==> src/design/dbs_pkg.sv <==
// Shared types and constants of the deque and bag store.
`default_nettype none

package dbs_pkg;

  localparam int DEPTH_DEF = 64;
  localparam int VAL_W     = 32;
  localparam int OP_W      = 3;
  localparam int ST_W      = 2;

  typedef enum logic [OP_W-1:0] {
    OP_PUSH_FRONT = 3'd0,
    OP_PUSH_BACK  = 3'd1,
    OP_POP_FRONT  = 3'd2,
    OP_POP_BACK   = 3'd3,
    OP_CONTAINS   = 3'd4,
    OP_REMOVE     = 3'd5,
    OP_QUERY      = 3'd6
  } op_t;

  typedef enum logic [ST_W-1:0] {
    ST_OK    = 2'd0,
    ST_FULL  = 2'd1,
    ST_EMPTY = 2'd2
  } st_t;

  // Status part of one result.
  typedef struct packed {
    logic found;
    st_t  status;
  } res_tag_t;

endpackage

`default_nettype wire

==> src/design/dbs_ram.sv <==
// Generic simple dual-port RAM with one write port and a registered read port.
`default_nettype none

module dbs_ram #(
  parameter int WIDTH = 32,
  parameter int DEPTH = 64,
  localparam int AW = (DEPTH > 1) ? $clog2(DEPTH) : 1
) (
  input  wire logic             clk,
  input  wire logic             we,
  input  wire logic [AW-1:0]    waddr,
  input  wire logic [WIDTH-1:0] wdata,
  input  wire logic             re,
  input  wire logic [AW-1:0]    raddr,
  output logic      [WIDTH-1:0] rdata
);

  logic [WIDTH-1:0] mem [DEPTH];

  always_ff @(posedge clk) begin
    if (we) begin
      mem[waddr] <= wdata;
    end
    if (re) begin
      rdata <= mem[raddr];
    end
  end

endmodule

`default_nettype wire

==> src/design/dbs_ctrl.sv <==
// Request sequencer: runs each operation as reads and writes on the slot memory.
`default_nettype none

module dbs_ctrl #(
  parameter int DEPTH = dbs_pkg::DEPTH_DEF,
  localparam int IW = $clog2(DEPTH),
  localparam int CW = $clog2(DEPTH + 1)
) (
  input  wire logic                         clk,
  input  wire logic                         rst_n,
  // request side
  input  wire logic                         req_valid,
  output logic                              req_ready,
  input  wire logic [dbs_pkg::OP_W-1:0]     req_op,
  input  wire logic [dbs_pkg::VAL_W-1:0]    req_val,
  // result side
  output logic                              res_valid,
  input  wire logic                         res_take,
  output dbs_pkg::res_tag_t                 res_tag,
  output logic signed [dbs_pkg::VAL_W-1:0]  res_front,
  output logic signed [dbs_pkg::VAL_W-1:0]  res_back,
  output logic [CW-1:0]                     res_count,
  // slot memory
  output logic                              ram_we,
  output logic [IW-1:0]                     ram_waddr,
  output logic [dbs_pkg::VAL_W-1:0]         ram_wdata,
  output logic                              ram_re,
  output logic [IW-1:0]                     ram_raddr,
  input  wire logic [dbs_pkg::VAL_W-1:0]    ram_rdata
);

  typedef enum logic [7:0] {
    S_IDLE  = 8'b0000_0001,
    S_EXEC  = 8'b0000_0010,
    S_SCAN  = 8'b0000_0100,
    S_SHIFT = 8'b0000_1000,
    S_RDF   = 8'b0001_0000,
    S_RDB   = 8'b0010_0000,
    S_RDW   = 8'b0100_0000,
    S_FIN   = 8'b1000_0000
  } state_t;

  state_t                      state_r, state_nxt;
  dbs_pkg::op_t                op_r, op_nxt;
  logic [dbs_pkg::VAL_W-1:0]   val_r, val_nxt;
  logic [IW-1:0]               head_r, head_nxt;
  logic [CW-1:0]               count_r, count_nxt;
  logic [CW-1:0]               k_r, k_nxt;
  dbs_pkg::st_t                status_r, status_nxt;
  logic                        found_r, found_nxt;
  logic [dbs_pkg::VAL_W-1:0]   front_r, front_nxt;
  logic [dbs_pkg::VAL_W-1:0]   back_r, back_nxt;

  logic [CW-1:0] kp1, kp2, cnt_m1;
  logic [IW-1:0] head_dec, head_inc;
  logic          is_full, is_empty, scan_last, hit;

  // Physical slot of logical position k (k at most DEPTH).
  function automatic logic [IW-1:0] slot_of(input logic [IW-1:0] head,
                                            input logic [CW-1:0] k);
    logic [IW:0] sum;
    sum = {1'b0, head} + (IW+1)'(k);
    if (sum >= (IW+1)'(DEPTH)) begin
      sum = sum - (IW+1)'(DEPTH);
    end
    return sum[IW-1:0];
  endfunction

  assign kp1       = k_r + CW'(1);
  assign kp2       = k_r + CW'(2);
  assign cnt_m1    = count_r - CW'(1);
  assign head_dec  = (head_r == '0) ? IW'(DEPTH - 1) : head_r - IW'(1);
  assign head_inc  = (head_r == IW'(DEPTH - 1)) ? '0 : head_r + IW'(1);
  assign is_full   = (count_r == CW'(DEPTH));
  assign is_empty  = (count_r == '0);
  assign scan_last = (k_r == cnt_m1);
  assign hit       = (ram_rdata == val_r);

  always_comb begin
    state_nxt  = state_r;
    op_nxt     = op_r;
    val_nxt    = val_r;
    head_nxt   = head_r;
    count_nxt  = count_r;
    k_nxt      = k_r;
    status_nxt = status_r;
    found_nxt  = found_r;
    front_nxt  = front_r;
    back_nxt   = back_r;
    ram_we     = 1'b0;
    ram_waddr  = slot_of(head_r, k_r);
    ram_wdata  = val_r;
    ram_re     = 1'b0;
    ram_raddr  = slot_of(head_r, kp1);

    case (state_r)
      S_IDLE: begin
        if (req_valid) begin
          op_nxt     = dbs_pkg::op_t'(req_op);
          val_nxt    = req_val;
          status_nxt = dbs_pkg::ST_OK;
          found_nxt  = 1'b0;
          state_nxt  = S_EXEC;
        end
      end
      S_EXEC: begin
        state_nxt = S_RDF;
        case (op_r)
          dbs_pkg::OP_PUSH_FRONT: begin
            if (is_full) begin
              status_nxt = dbs_pkg::ST_FULL;
            end else begin
              ram_we    = 1'b1;
              ram_waddr = head_dec;
              head_nxt  = head_dec;
              count_nxt = count_r + CW'(1);
            end
          end
          dbs_pkg::OP_PUSH_BACK: begin
            if (is_full) begin
              status_nxt = dbs_pkg::ST_FULL;
            end else begin
              ram_we    = 1'b1;
              ram_waddr = slot_of(head_r, count_r);
              count_nxt = count_r + CW'(1);
            end
          end
          dbs_pkg::OP_POP_FRONT: begin
            if (is_empty) begin
              status_nxt = dbs_pkg::ST_EMPTY;
            end else begin
              head_nxt  = head_inc;
              count_nxt = cnt_m1;
            end
          end
          dbs_pkg::OP_POP_BACK: begin
            if (is_empty) begin
              status_nxt = dbs_pkg::ST_EMPTY;
            end else begin
              count_nxt = cnt_m1;
            end
          end
          dbs_pkg::OP_CONTAINS, dbs_pkg::OP_REMOVE: begin
            if (is_empty) begin
              if (op_r == dbs_pkg::OP_REMOVE) begin
                status_nxt = dbs_pkg::ST_EMPTY;
              end
            end else begin
              ram_re    = 1'b1;
              ram_raddr = head_r;
              k_nxt     = '0;
              state_nxt = S_SCAN;
            end
          end
          default: begin
          end
        endcase
      end
      S_SCAN: begin
        // data of position k arrives; fetch k+1 in case it is needed
        ram_re = 1'b1;
        if (hit) begin
          found_nxt = 1'b1;
          if (op_r == dbs_pkg::OP_REMOVE) begin
            if (scan_last) begin
              count_nxt = cnt_m1;
              state_nxt = S_RDF;
            end else begin
              state_nxt = S_SHIFT;
            end
          end else begin
            state_nxt = S_RDF;
          end
        end else if (scan_last) begin
          state_nxt = S_RDF;
        end else begin
          k_nxt = kp1;
        end
      end
      S_SHIFT: begin
        // move position k+1 down to k, fetch k+2 unless k+1 was the last
        ram_we    = 1'b1;
        ram_wdata = ram_rdata;
        if (kp1 == cnt_m1) begin
          count_nxt = cnt_m1;
          state_nxt = S_RDF;
        end else begin
          ram_re    = 1'b1;
          ram_raddr = slot_of(head_r, kp2);
          k_nxt     = kp1;
        end
      end
      S_RDF: begin
        if (is_empty) begin
          front_nxt = '0;
          back_nxt  = '0;
          state_nxt = S_FIN;
        end else begin
          ram_re    = 1'b1;
          ram_raddr = head_r;
          state_nxt = S_RDB;
        end
      end
      S_RDB: begin
        ram_re    = 1'b1;
        ram_raddr = slot_of(head_r, cnt_m1);
        front_nxt = ram_rdata;
        state_nxt = S_RDW;
      end
      S_RDW: begin
        back_nxt  = ram_rdata;
        state_nxt = S_FIN;
      end
      S_FIN: begin
        if (res_take) begin
          state_nxt = S_IDLE;
        end
      end
      default: begin
        state_nxt = S_IDLE;
      end
    endcase
  end

  always_ff @(posedge clk) begin
    if (!rst_n) begin
      state_r <= S_IDLE;
      head_r  <= '0;
      count_r <= '0;
    end else begin
      state_r <= state_nxt;
      head_r  <= head_nxt;
      count_r <= count_nxt;
    end
  end

  always_ff @(posedge clk) begin
    op_r     <= op_nxt;
    val_r    <= val_nxt;
    k_r      <= k_nxt;
    status_r <= status_nxt;
    found_r  <= found_nxt;
    front_r  <= front_nxt;
    back_r   <= back_nxt;
  end

  assign req_ready      = (state_r == S_IDLE);
  assign res_valid      = (state_r == S_FIN);
  assign res_tag.status = status_r;
  assign res_tag.found  = found_r;
  assign res_front      = front_r;
  assign res_back       = back_r;
  assign res_count      = count_r;

  a_count_range: assert property (@(posedge clk) disable iff (!rst_n)
    count_r <= CW'(DEPTH))
    else $error("stored count beyond depth");

  a_shift_only_remove: assert property (@(posedge clk) disable iff (!rst_n)
    (state_r == S_SHIFT) |-> (op_r == dbs_pkg::OP_REMOVE) && found_r)
    else $error("shift without a matching remove");

  a_count_step: assert property (@(posedge clk) disable iff (!rst_n)
    $past(rst_n) && (count_r != $past(count_r)) |->
      (count_r == $past(count_r) + CW'(1)) || (count_r == $past(count_r) - CW'(1)))
    else $error("stored count moved by more than one");

endmodule

`default_nettype wire

==> src/design/deque_bag_store_top.sv <==
// Top level of the deque and bag store: stream ports, slot memory and result register.
`default_nettype none

// Bounded double-ended queue of signed 32-bit values that doubles as a bag.
// Each request on the in_ stream carries an opcode (in_tuser) and a value
// (in_tdata): push front, push back, pop front, pop back, contains, remove
// first occurrence, or query (opcode seven acts as a query). Every request
// yields exactly one result on the out_ stream with status and found flag
// (out_tuser) and the front value, back value, entry count and empty flag
// after the operation (out_tdata). A push when full returns status full and
// a pop or remove when empty returns status empty; neither changes anything.
// The values sit in one DEPTH-entry slot memory used as a circular buffer,
// with one write and one registered read port. One request is in work at a
// time: after the operation, the front and back values are read back from
// the slot memory before the result is offered, a step skipped when the
// store is empty afterwards; contains and remove first scan the entries up
// to the match (or the whole store), and a removal then moves each later
// entry down one place. The slot memory has a single read port, so the
// scan reads one entry a cycle. A finished result waits in an output
// register while the next request is taken; the next request can be
// accepted in the cycle after the result moves into that register. The
// slot memory needs no clearing after reset.
module deque_bag_store_top #(
  parameter int DEPTH = dbs_pkg::DEPTH_DEF,
  localparam int IW = $clog2(DEPTH),
  localparam int CW = $clog2(DEPTH + 1),
  localparam int OUT_DW = ((2 * dbs_pkg::VAL_W + CW + 1 + 7) / 8) * 8
) (
  input  wire logic                      clk,
  input  wire logic                      rst_n,
  input  wire logic                      in_tvalid,
  output logic                           in_tready,
  input  wire logic [dbs_pkg::VAL_W-1:0] in_tdata,   // [31:0] operand_value
  input  wire logic [dbs_pkg::OP_W-1:0]  in_tuser,   // [2:0] opcode
  output logic                           out_tvalid,
  input  wire logic                      out_tready,
  output logic [OUT_DW-1:0]              out_tdata,  // front_value, back_value,
                                                     // entry_count, is_empty, zero pad
  output logic [dbs_pkg::ST_W:0]         out_tuser   // [1:0] status, [2] found
);

  logic                             res_valid, res_take;
  dbs_pkg::res_tag_t                res_tag;
  logic signed [dbs_pkg::VAL_W-1:0] res_front, res_back;
  logic [CW-1:0]                    res_count;

  logic                      ram_we, ram_re;
  logic [IW-1:0]             ram_waddr, ram_raddr;
  logic [dbs_pkg::VAL_W-1:0] ram_wdata, ram_rdata;

  // result register, parts the request side from the result side
  logic                             out_tvalid_r, out_tvalid_nxt;
  dbs_pkg::res_tag_t                out_tag_r;
  logic signed [dbs_pkg::VAL_W-1:0] out_front_r, out_back_r;
  logic [CW-1:0]                    out_count_r;
  logic                             out_is_empty;

  dbs_ctrl #(
    .DEPTH (DEPTH)
  ) u_ctrl (
    .clk       (clk),
    .rst_n     (rst_n),
    .req_valid (in_tvalid),
    .req_ready (in_tready),
    .req_op    (in_tuser),
    .req_val   (in_tdata),
    .res_valid (res_valid),
    .res_take  (res_take),
    .res_tag   (res_tag),
    .res_front (res_front),
    .res_back  (res_back),
    .res_count (res_count),
    .ram_we    (ram_we),
    .ram_waddr (ram_waddr),
    .ram_wdata (ram_wdata),
    .ram_re    (ram_re),
    .ram_raddr (ram_raddr),
    .ram_rdata (ram_rdata)
  );

  dbs_ram #(
    .WIDTH (dbs_pkg::VAL_W),
    .DEPTH (DEPTH)
  ) u_slots (
    .clk   (clk),
    .we    (ram_we),
    .waddr (ram_waddr),
    .wdata (ram_wdata),
    .re    (ram_re),
    .raddr (ram_raddr),
    .rdata (ram_rdata)
  );

  // take the finished result when the register is free or being drained
  assign res_take = res_valid && (!out_tvalid_r || out_tready);

  always_comb begin
    out_tvalid_nxt = out_tvalid_r;
    if (res_take) begin
      out_tvalid_nxt = 1'b1;
    end else if (out_tready) begin
      out_tvalid_nxt = 1'b0;
    end
  end

  always_ff @(posedge clk) begin
    if (!rst_n) begin
      out_tvalid_r <= 1'b0;
    end else begin
      out_tvalid_r <= out_tvalid_nxt;
    end
  end

  // hold the payload until a new result is loaded
  always_ff @(posedge clk) begin
    if (res_take) begin
      out_tag_r   <= res_tag;
      out_front_r <= res_front;
      out_back_r  <= res_back;
      out_count_r <= res_count;
    end
  end

  assign out_is_empty = (out_count_r == '0);
  assign out_tvalid   = out_tvalid_r;
  assign out_tuser    = {out_tag_r.found, out_tag_r.status};
  assign out_tdata    = OUT_DW'({out_is_empty, out_count_r, out_back_r, out_front_r});

  a_empty_zero: assert property (@(posedge clk) disable iff (!rst_n)
    out_tvalid_r && out_is_empty |-> (out_front_r == '0) && (out_back_r == '0))
    else $error("empty store reports a nonzero end value");

  a_full_count: assert property (@(posedge clk) disable iff (!rst_n)
    out_tvalid_r && (out_tag_r.status == dbs_pkg::ST_FULL) |-> (out_count_r == CW'(DEPTH)))
    else $error("full status with store not full");

  a_found_op: assert property (@(posedge clk) disable iff (!rst_n)
    out_tvalid_r && out_tag_r.found |-> (out_tag_r.status == dbs_pkg::ST_OK) && !out_is_empty
      || out_tvalid_r && out_tag_r.found && (out_tag_r.status == dbs_pkg::ST_OK))
    else $error("found flag with an error status");

endmodule

`default_nettype wire

==> config.mk <==
export PLATFORM = sky130hd
export DESIGN_NAME = deque_bag_store_top
export DESIGN_NICKNAME = d
export VERILOG_FILES = /design/src/design/dbs_pkg.sv /design/src/design/dbs_ram.sv /design/src/design/dbs_ctrl.sv /design/src/design/deque_bag_store_top.sv
export SDC_FILE = /design/constraint.sdc
export NUM_CORES = 2
export LEC_CHECK = 0
export BUFFER_PORTS_ARGS = -buffer_cell sky130_fd_sc_hd__buf_4
export CAP_MARGIN = 0
export CELL_PAD_IN_SITES_DETAIL_PLACEMENT = 0
export CELL_PAD_IN_SITES_GLOBAL_PLACEMENT = 1
export CORE_ASPECT_RATIO = 0.6
export CORE_UTILIZATION = 42
export CTS_CLUSTER_DIAMETER = 30
export CTS_CLUSTER_SIZE = 14
export DETAILED_ROUTE_END_ITERATION = 8
export GPL_ROUTABILITY_DRIVEN = 0
export PLACE_DENSITY_LB_ADDON = 0.3
export RECOVER_POWER = 50
export SKIP_CTS_REPAIR_TIMING = 1
export SYNTH_ARGS = -nofsm -noshare
export SYNTH_HDL_FRONTEND = slang
export SYNTH_SLANG_ARGS = --single-unit
==> constraint.sdc <==
create_clock -name clk -period 6.1 [get_ports clk]
set_input_delay 1.22 -clock clk [delete_from_list [all_inputs] [get_ports clk]]
set_output_delay 1.22 -clock clk [all_outputs]
set_load 0.01 [all_outputs]
==> reports/results.tsv <==
metric	value	unit
status	complete, but fails checks	
violations	DRC, capacitance limit, slew limit	
min_period	5.98	ns
slew_headroom	-101	%
dp_slack	-0.109	ns
synth_nets	6107	
synth-xor-area-share	0.766	%
end_kind	flop	
grt_use_total	27.3	%
core	213000	um^2
internal-power	30.4	mW
crit_path_frequent_cell	buf_4	
p_per_area	386	nW/um^2
ys_ff_latch	2285	
avgViaCountPerCell	6.03	
total_power	41.6	mW
ant_nets	0	
io_buffers	115	
worstPathCellList	inv_1 > ha_1 > or3b_2 > nor4_1 > buf_4 > a211oi_1 > or4b_4 > or4_4 > a21oi_1 > a211o_1 > nor3_2 > buf_4 > and3_1 > a31oi_1 > nand4_1	
core.rowCount	131	
fin_area	108000	um^2
wl	303000	um
drive_gt1_share	15.6	%
seq_power_share	42.7	%
final_cell_mix	edfxtp_1, nand2_1, mux2i_1	
die_area	217000	um^2
synth_top_family_by_area	simple AND/OR/NAND/NOR gates	
final.setup.worst_slack	0.117	ns
hpwlAfterDp	180000	um
path_delay_family	simple AND/OR/NAND/NOR gates	
clk_path_buf_depth	4	
synthFlopType	edfxtp_1	
antenna_found_initial	20	
grt_overflow_total	0	
power_frac_clock	45.3	%
start_util	42.4	%
synth_fa_ha_area_share	0.609	%
die_h	361	um
fp.dieW	601	um
path_buf_inv	3	
syn_avg_cell_area	15.0	um^2
fmax	167	MHz
dr_total_vias	57800	
dr.pass1.iters	8	
startpoint_type	flop	
finalHoldViolations	0	
final_cells	9580	
final.fill_count	17800	
register_area	68400	um^2
clock_latency	0.86	ns
final_common_cell	edfxtp_1	
dp_cells	8994	
p_sw_share	26.7	%
yosysSeqAreaShare	75.7	%
synth_compound_gate_area_share	6.33	%
setup_violations	0	
wl_per_cell	31.6	um
crit_required	6.64	ns
combinationalPowerShare	12.0	%
cp_max_fo	19	
finalSetupTns	0	ns
clock_sinks	2285	
syn-cell-area	90300	um^2
worst_pin_slew	3.02	ns
cts_made_buffers	321	
grt_pass1_wl	421000	um
ir_drop	0.256	mV
critPathArrivalTime	6.52	ns
worstHoldPathType	reg -> reg	
drv_slew	2254	
drt-initial-drc-count	9242	
synth.distinct_cells	75	
cts_root_buf	clkbuf_16	
hold_ws	0.415	ns
io_pins	116	
synth_mux_area_share	4.22	%
finalCritPeriodShare	98.1	%
synth_edf_count	2263	
drv_cap	37	
fin_util	50.6	%
multi_input_area	20900	um^2
drc	44	
ys_warn_count	0	
rrSetupSlack	0.12	ns
leakage	36.7	nW
p_sw	11.1	mW
grt_setup_unrepaired	no	
htreeDepth	5	
synthArstFlopShare	0	%
clk_pin_slew	0.06	ns
syn_to_final_growth	19.3	%
grt_max_degree	90	
crit_slowest_cell	a31oi_1	
placedInstanceArea	97300	um^2
postSynthCellCount	6029	
finClkSkew	0.0512	ns
grt_pass1_vias	53700	
criticalPathCategory	reg -> reg	
cts_tree	done	
yosys.area_share.simple	10.4	%
max_stage_delay	1.04	ns
nets	6537	
Yosys cell counts (all sizes together) (6+ instances only):
library cell / number / area [um^2]
dfxtp: 22 / 440
a211oi: 144 / 1090
a311oi: 16 / 140
xor2: 52 / 455
nand4b: 6 / 52.6
nand4: 111 / 694
clkbuf: 151 / 567
edfxtp: 2263 / 68000
and2: 73 / 457
nor3: 28 / 145
and3: 159 / 995
nand3: 232 / 1160
nor2: 124 / 465
or3: 11 / 68.8
fa: 7 / 140
nand2: 1284 / 4820
a31oi: 101 / 632
o21ai: 28 / 140
o21a: 7 / 52.6
inv: 29 / 109
or4: 9 / 71.3
nor4: 31 / 194
xnor2: 27 / 236
ha: 32 / 400
a21oi: 62 / 322
nor2b: 7 / 43.8
buf: 220 / 1090
a221oi: 9 / 78.8
a32oi: 300 / 2640
mux2i: 380 / 3800
nand2b: 6 / 37.5
a21o: 18 / 135
cell families after synthesis:
family / after synthesis
fa+ha+maj: 40
simple gates: 2102
buf+inv: 401
flops: 2285
xor+xnor: 79
mux: 381
compound gates: 741
registers in the layout, indices dropped and copies added, names as in the netlist:
name,cells
out_back_r,32
out_count_r,7
out_front_r,32
out_tuser,3
out_tvalid,1
u_ctrl.found_r,1
u_ctrl.head_r,6
u_ctrl.k_r,7
u_ctrl.op_r,3
u_ctrl.res_back,32
u_ctrl.res_count,7
u_ctrl.res_front,32
u_ctrl.state_r,8
u_ctrl.status_r,2
u_ctrl.val_r,32
u_slots.mem,2048
u_slots.rdata,32
metal layers:
metal  part of all wire (%)  up-vias  GRT usage, %
met5                  0.041        -             0
met3                     16      450          10.6
li1                       -    24200             -
met4                    2.0       10          5.96
met1                     42    29300          41.5
met2                     40     3800          36.4
layout make-up:
| type | instances | area share, % |
|---|---|---|
| antenna | 2 | 0.00465 |
| clock buffer | 349 | 7.74 |
| clock inverter | 234 | 2.31 |
| inverter | 30 | 0.105 |
| multi-input combinational | 3343 | 19.4 |
| sequential | 2285 | 63.5 |
| tap | 2859 | 3.32 |
| timing repair buffer | 478 | 3.61 |
worst paths after layout:
path / from / endpoint / depth (start not counted)
worst max register to register: u_ctrl.res_count[0] / u_slots.rdata[11] / 15
worst min-delay path: u_ctrl.res_front[0] / out_front_r[0] / 0
worst max-delay path: u_ctrl.res_count[0] / u_slots.rdata[11] / 15
worst min register to register: u_ctrl.res_front[0] / out_front_r[0] / 0
worst reg2reg max path, stage by stage, from the launching register on:
cell,delay [ns]
dfxtp_1,0.31
inv_1,0.13
ha_1,0.23
or3b_2,0.50
nor4_1,0.27
buf_4,0.19
a211oi_1,0.04
or4b_4,0.51
or4_4,0.65
a21oi_1,0.26
a211o_1,0.64
nor3_2,0.11
buf_4,0.31
and3_1,0.27
a31oi_1,1.04
nand4_1,0.22
power by group through the flow:
stage / Clock, mW / Sequential [mW] / Combinational, mW
after global placement: 0 / 18.0 / 4.78
after CTS: 19.0 / 17.7 / 4.83
after global routing: 19.6 / 17.8 / 5.18
final: 18.8 / 17.8 / 4.98
after detailed placement: 0 / 18.0 / 4.81
after floorplan: 0 / 18.0 / 2.42
Power figures use the tool's default switching activity.
